File: src/hdl/efr_pkg.sv
// shared constants, register codes, result codes and types for the efficiency ratio block
// no dependencies; compile first
package efr_pkg;

  localparam int PRICE_BITS = 32;
  localparam int MAX_WINDOW = 256;
  localparam int RING_DEPTH = MAX_WINDOW + 1;
  localparam int ADDR_W     = $clog2(RING_DEPTH);
  localparam int CNT_W      = $clog2(MAX_WINDOW + 2);
  localparam int SUM_W      = PRICE_BITS + $clog2(MAX_WINDOW);

  // ratio format: unsigned q1.16
  localparam int FRAC_W = 16;
  localparam int QW     = FRAC_W + 1;
  localparam logic [QW-1:0] ONE_Q = QW'(1 << FRAC_W);

  // configuration port
  localparam int WIN_W     = 9;
  localparam int CFG_W     = 17;
  localparam int CFG_IDX_W = 3;

  localparam logic [CFG_IDX_W-1:0] REG_WINDOW  = CFG_IDX_W'(0);
  localparam logic [CFG_IDX_W-1:0] REG_TH_VHI  = CFG_IDX_W'(1);
  localparam logic [CFG_IDX_W-1:0] REG_TH_HI   = CFG_IDX_W'(2);
  localparam logic [CFG_IDX_W-1:0] REG_TH_MED  = CFG_IDX_W'(3);

  localparam logic [WIN_W-1:0] WIN_RST    = WIN_W'(10);
  localparam logic [CFG_W-1:0] TH_VHI_RST = CFG_W'(45875);
  localparam logic [CFG_W-1:0] TH_HI_RST  = CFG_W'(32768);
  localparam logic [CFG_W-1:0] TH_MED_RST = CFG_W'(19661);

  // efficiency level codes
  localparam logic [1:0] LVL_LOW  = 2'd0;
  localparam logic [1:0] LVL_MED  = 2'd1;
  localparam logic [1:0] LVL_HIGH = 2'd2;
  localparam logic [1:0] LVL_VHI  = 2'd3;

  // market state codes
  localparam logic [1:0] MS_NEUTRAL = 2'd0;
  localparam logic [1:0] MS_CHOPPY  = 2'd1;
  localparam logic [1:0] MS_TRANS   = 2'd2;
  localparam logic [1:0] MS_TREND   = 2'd3;

  // divider status toward the control fsm
  typedef struct packed {
    logic busy;
    logic done;
  } div_stat_t;

endpackage

File: src/hdl/efr_div.sv
// restoring divider, one quotient bit per cycle: (change << 16) / sum
// depends on efr_pkg; expects change <= sum so the quotient fits q1.16
module efr_div (
  input  logic                           clk,
  input  logic                           rst_n,
  input  logic                           start,
  input  logic [efr_pkg::PRICE_BITS-1:0] dividend,
  input  logic [efr_pkg::SUM_W-1:0]      divisor,
  output efr_pkg::div_stat_t             stat,
  output logic [efr_pkg::QW-1:0]         quot
);

  localparam int CW = $clog2(efr_pkg::QW);

  logic                      busy_r, busy_nxt;
  logic [CW-1:0]             cnt_r, cnt_nxt;
  logic [efr_pkg::SUM_W-1:0] rem_r, rem_nxt;
  logic [efr_pkg::QW-1:0]    dlo_r, dlo_nxt;
  logic [efr_pkg::QW-1:0]    q_r, q_nxt;

  logic [efr_pkg::SUM_W:0]   trial;
  logic [efr_pkg::SUM_W:0]   diff;
  logic                      ge;
  logic                      last;

  assign trial = {rem_r, dlo_r[efr_pkg::QW-1]};
  assign diff  = trial - {1'b0, divisor};
  assign ge    = (trial >= {1'b0, divisor});
  assign last  = (cnt_r == CW'(efr_pkg::QW - 1));

  always_comb begin
    busy_nxt = busy_r;
    cnt_nxt  = cnt_r;
    rem_nxt  = rem_r;
    dlo_nxt  = dlo_r;
    q_nxt    = q_r;
    if (start) begin
      busy_nxt = 1'b1;
      cnt_nxt  = '0;
      // top bits of the dividend already sit below the divisor
      rem_nxt  = efr_pkg::SUM_W'(dividend >> 1);
      dlo_nxt  = {dividend[0], {efr_pkg::FRAC_W{1'b0}}};
      q_nxt    = '0;
    end else if (busy_r) begin
      rem_nxt  = ge ? diff[efr_pkg::SUM_W-1:0] : trial[efr_pkg::SUM_W-1:0];
      dlo_nxt  = {dlo_r[efr_pkg::QW-2:0], 1'b0};
      q_nxt    = {q_r[efr_pkg::QW-2:0], ge};
      cnt_nxt  = cnt_r + CW'(1);
      if (last) busy_nxt = 1'b0;
    end
  end

  always_ff @(posedge clk) begin
    if (!rst_n) begin
      busy_r <= 1'b0;
      cnt_r  <= '0;
    end else begin
      busy_r <= busy_nxt;
      cnt_r  <= cnt_nxt;
    end
  end

  always_ff @(posedge clk) begin
    rem_r <= rem_nxt;
    dlo_r <= dlo_nxt;
    q_r   <= q_nxt;
  end

  assign stat.busy = busy_r;
  assign stat.done = busy_r && last;
  assign quot      = q_r;

endmodule

File: config.mk
export PLATFORM = sky130hd
export DESIGN_NAME = efr_div
export DESIGN_NICKNAME = d
export VERILOG_FILES = /design/src/hdl/efr_pkg.sv /design/src/hdl/efr_div.sv
export SDC_FILE = /design/constraint.sdc
export NUM_CORES = 1
export LEC_CHECK = 0
export BUFFER_PORTS_ARGS = -buffer_cell sky130_fd_sc_hd__buf_2
export CORE_ASPECT_RATIO = 1.4
export CORE_MARGIN = 2
export CORE_UTILIZATION = 52
export CTS_BUF_LIST = sky130_fd_sc_hd__clkbuf_16
export CTS_CLUSTER_DIAMETER = 50
export DETAILED_ROUTE_END_ITERATION = 8
export GPL_TIMING_DRIVEN = 1
export HOLD_SLACK_MARGIN = 0.08
export PLACE_DENSITY = 0.84
export SLEW_MARGIN = 25
export SYNTH_ARGS = -nofsm -noshare
export SYNTH_HDL_FRONTEND = slang
export SYNTH_SLANG_ARGS = --single-unit
export TNS_END_PERCENT = 5
File: constraint.sdc
create_clock -name clk -period 2.6 [get_ports clk]
set_input_delay 0.26 -clock clk [delete_from_list [all_inputs] [get_ports clk]]
set_output_delay 0.26 -clock clk [all_outputs]
set_load 0.05 [all_outputs]
Word level (Yosys, flattened, before mapping)
Cells that the tools add are included.
{"block": "word_totals", "out_inout_bits": 19, "wordCells": 22, "regBits": 64, "in_bits": 75}
{"block": "op_classes", "add_sub_neg": 2, "reduce_logical": 3, "n_bitwise": 1, "n_eq_ne": 1, "n_lt_le_gt_ge": 1, "muxes": 8}
{"cell": "31-bit two-way mux", "count": 2}
{"cell": "41-bit by 40-bit greater-or-equal comparator with 1-bit output", "count": 1}
{"cell": "40-bit two-way mux", "count": 1}
{"cell": "40-bit subtractor", "count": 1}
{"cell": "17-bit two-way mux", "count": 2}
{"cell": "5-bit by 1-bit adder with 5-bit output, second input constant", "count": 1}
{"cell": "5-bit equality test, second input constant", "count": 1}
{"cell": "1-bit two-way mux", "count": 3}
{"cell": "2-bit nonzero test", "count": 1}
{"cell": "2-bit OR reduction", "count": 1}
{"cell": "1-bit logical AND", "count": 1}
{"cell": "1-bit inverter", "count": 1}

Logic depth before layout (Yosys ltp)
{"block": "logic_depth", "word_depth": 4, "depth_mapped": 14, "mapped_depth_nobuf": 12}

Worst setup path before layout
OpenSTA, ideal clock, no wires.
{"block": "synth_path", "path_kind": "register to register", "from": "register rem_r[0] (netlist bit)", "to": "register rem_r[10] (netlist bit) (data pin)", "path_slack_ns": -0.155, "setup_ns": 0.260, "arrival_ns": 2.495, "t_required_ns": 2.340, "stages_incl_launch_ff": 12, "n_path_buf": 1, "synth_period_minus_slack_ns": 2.755, "path_cell_list": "edfxtp_1 -> ha_1 -> or2b_1 -> a21oi_4 -> a21oi_2 -> o211a_1 -> o21ai_2 -> nand3_2 -> nand2_4 -> buf_6 -> mux2_1 -> mux2_2"}
{"block": "synth_between", "elab_chain_cells": 4, "word_cells_on_any_way": 5, "cone_classes": "add/sub: 1; order compare: 1; mux: 3"}
{"element": "start: declaration", "line_no": "efr_div.sv:17", "text": "logic [efr_pkg::SUM_W-1:0] rem_r, rem_nxt;"}
{"element": "start signal: assignment", "line_no": "efr_div.sv:64", "text": "rem_r <= rem_nxt;"}
{"element": "40-bit subtractor / 41-bit by 40-bit greater-or-equal comparator with 1-bit output (equally long branches)", "line_no": "efr_div.sv:27, efr_div.sv:28"}
{"element": "40-bit two-way mux *", "line_no": "efr_div.sv:45", "text": "rem_nxt = ge ? diff[efr_pkg::SUM_W-1:0] : trial[efr_pkg::SUM_W-1:0];"}
{"element": "31-bit two-way mux *", "line_no": "efr_div.sv:44", "text": "end else if (busy_r) begin"}
{"element": "31-bit two-way mux *", "line_no": "efr_div.sv:37", "text": "if (start) begin"}
{"element": "named net rem_nxt, one bit", "line_no": "efr_div.sv:17"}
The timed path passes the listed nets; every way through them passes the cells marked *. The select of a mux whose other input is x is not followed.
A chain may end at the register's enable or synchronous reset.

Worst setup path in the final report
{"block": "layout_path", "from": "register rem_r[5] (netlist bit)", "to": "register rem_r[13] (netlist bit) (data pin)"}
The elaborated chain is that of the path after synthesis.

==> flow_summary.ini <==
[outcome]
status = finished with violations
violations = setup timing

[global_routing]
overflow = 0
grt_util_met3_pct = 4.58
grt_use_met2_pct = 53.4
grt_max_degree = 28
grt_pass1_vias = 5863
grt_first_pass_wirelength_um = 26000
global_route.usage.met1_pct = 29.2
grt.total_usage_pct = 27.8
busiest_layer = met2
antenna_found_initial = 0

[synth]
synth_compound_area_share_pct = 21.1
synth_ff_type = edfxtp_1
ys_seq_elements = 64
synthAdderAreaFrac_pct = 9.94
synth_enable_flop_cells = 32
yosysWarnings = 0
synth_cell_types = 72
avgSynthCellArea_um2 = 8.76
synth-async-reset-ratio_pct = 0
ys_seq_area_share_pct = 29.2
yosysTopAreaCell = edfxtp_1
synth_top_family_by_area = compound AO/OA/AOI/OAI gates
post-synth-top-area-fraction_pct = 17.5
synth_fp_nets = 745
synthTopCellsByArea = edfxtp_1 18%, dfxtp_1 12%, ha_1 9.6%
synthSimpleGateAreaFrac_pct = 15.0
synth_area_um2 = 5490
syn_inst = 627
synthXorXnorAreaFrac_pct = 5.90
synth_mux_area_share_pct = 12.0

[placed_design]
dp_hpwl_um = 12000
routabilityCongestion = 0.912
port_buffers = 93
placed_cells = 931
dp_slack_ns = -0.291

[route]
vias_per_cell = 5.83
route.detailed.drc = 0
drtIter0Drc = 299
drt_pass1_iterations = 8
wl_per_cell_um = 17.2
drt-total-wl_um = 16400
vias = 5572
ant_nets = 0

[cts]
htreeDepth = 3
clkLatencyLatePin_ns = 0.34
cts-buffers-inserted = 9
ctsRootBufferMaster = clkbuf_16
cts.sinks = 64
cts_buffer_depth = 2
holdBufCountCts = 0
clkTransAtPathRegs_ns = 0.06
cts_tree = built

[floorplanning]
ios = 94
start_util_pct = 53.0
rows = 44
die_y_um = 126
die_area_um2 = 11400
core_um2 = 10300
die_w_um = 90.8

[hold_path]
hp-start = rst_n
min_path_type = in2reg

[sta]
max_freq_mhz = 336
tns_ns = -10.34
clock_skew_ns = 0.0110
setup_viol = 40
slew-limit-headroom_pct = 54.2
min_period_ns = 2.97
worst_pin_slew_ns = 0.684
maxSlewViolCount = 0
rsz0062_at_grt = yes
fin_ws_ns = -0.374
post-route-period-util_pct = 114
hold_viol = 0

[final_layout]
syn_to_final_growth_pct = 34.6
layout.nets = 931
final_cells = 956
nFillCells = 779
drive_gt1_share_pct = 36.7
diodes = 0

[setup_path]
worstReg2RegStart = rem_r[5]
reg2reg_to = rem_r[13]
endpoint = rem_r[13]
worst_setup_path_start_kind = flip-flop
critPathLaunch = rem_r[5]
required_ns = 2.68
rrSetupSlack_ns = -0.37
reg2reg_depth = 11
worstSetupPathType = reg2reg
critical_path.max_fanout = 11
cp.arrival_ns = 3.05
end_kind = flip-flop

[power]
p_seq_share_pct = 27.4
power_density_nw_per_um2 = 612
switching_share_pct = 34.2
pwr-share-clk_pct = 29.0
p_leak_uw = 0.00345
p_int_uw = 2980
power_frac_comb_pct = 43.6
net-switching-power_uw = 1550
ir_drop_mv = 0.468

[job]
max_cap_viol_count = 0
## power groups by stage
stage / clock, uW / sequential, uW / combinational (uW)
global route: 1370 / 1250 / 2130
detailed placement: 0 / 1250 / 1760
floorplan: 0 / 1230 / 1120
CTS: 1320 / 1230 / 1840
finish: 1310 / 1240 / 1980
global placement: 0 / 1240 / 1700
## cell usage in the layout (no fill, tap or decap), drive strengths merged, types with 16 or more instances in the layout
| cell | count |
|---|---|
| inv | 59 |
| nand2 | 44 |
| xor2 | 16 |
| dfxtp | 32 |
| ha | 42 |
| o21ai | 32 |
| edfxtp | 32 |
| a21oi | 60 |
| nand4 | 18 |
| buf | 204 |
| mux2 | 38 |
| a21o | 18 |
| nor2 | 44 |
| xnor2 | 21 |
| mux2i | 23 |
## cell usage after synthesis (all sizes together) (2+ instances only)
cell type and n:
o221ai 2, o21a 9, o21bai 9, a31oi 6, or3 2, and3 6
xor2 16, nand2 44, nand4 18, nand2b 3, nand3 8, o22ai 2
inv 57, nor3 4, xnor2 21, nor4 2, or3b 2, o31ai 4
a311oi 2, ha 42, o41a 2, buf 15, a21boi 2, a41oi 2
a32oi 7, o211ai 3, o21ai 32, a21oi 60, mux2i 23, mux2 38
nor2 44, clkbuf 15, a21o 18, dfxtp 32, a211oi 5, nor2b 14
and4 2, and2 7, edfxtp 32
## state kept, by name (all words and copies together) (netlist names)
signal and flops:
rem_r 40, cnt_r 5, dlo_r 1, quot 17
busy_r 1
## cells by family after synthesis
kind of cell,after synthesis
AOI/OAI and AO/OA,172
xor gates and xnor gates,37
adders and majority gates,43
buffers and inverters,87
DFF,64
muxes,61
and+or+nand+nor,163
## layout make-up
type | instances | area (um2) | share of cell area, %
clock buffer | 10 | 250 | 3.39
clock inverter | 6 | 73.8 | 0.999
inverter | 57 | 214 | 2.90
multi-input combinational | 477 | 3740 | 50.6
sequential | 64 | 1600 | 21.7
tap | 138 | 173 | 2.34
timing repair buffer | 204 | 1340 | 18.1
## timing repair
action                     CTS  global route
pin swaps                    6            15
resized for setup           24            38
setup buffers                2             6
gates cloned                 0             1
setup endpoints to repair   41            41
## stage by stage
| stage | hold WS [ns] | util, % | instance area [um2] | power, uW |
|---|---|---|---|---|
| CTS | 0.136 | 69.3 | 7170 | 4390 |
| finish | 0.141 | 71.4 | 7390 | 4520 |
| detailed placement | 0.482 | 65.3 | 6760 | 3000 |
| floorplan | 0.378 | - | 5490 | 2350 |
| global route | 0.148 | 71.4 | 7390 | 4740 |
| global placement | 0.473 | 65.3 | 6760 | 2940 |
## worst max-delay path, stage by stage (launching register included)
cell      delay [ns]
edfxtp_1        0.41
ha_2            0.42
nand4_1         0.19
o22ai_2         0.19
a21oi_2         0.07
o211a_1         0.26
o21ai_2         0.19
nand3_2         0.13
nand2_4         0.11
buf_12          0.15
mux2_4          0.31
mux2_2          0.28
## metal layers
layer / part of all wire, % / vias to the layer above
li1: - / 2640
met1: 39 / 2661
met2: 53 / 215
met3: 4.7 / 56
met4: 3.1 / 0
met5: 0 / -
## how the worst min path moves through the flow
| stage | endpoint | slack, ns | cells past startpoint |
|---|---|---|---|
| 2_1_floorplan | busy_r | 0.38 | 1 |
| 3_3_place_gp | quot[16] | 0.47 | 2 |
| 3_5_place_dp | busy_r | 0.48 | 2 |
| 4_1_cts | busy_r | 0.14 | 2 |
| 5_1_grt | busy_r | 0.15 | 2 |
| 6_report | busy_r | 0.14 | 2 |
(Power assumes the default switching activity.)
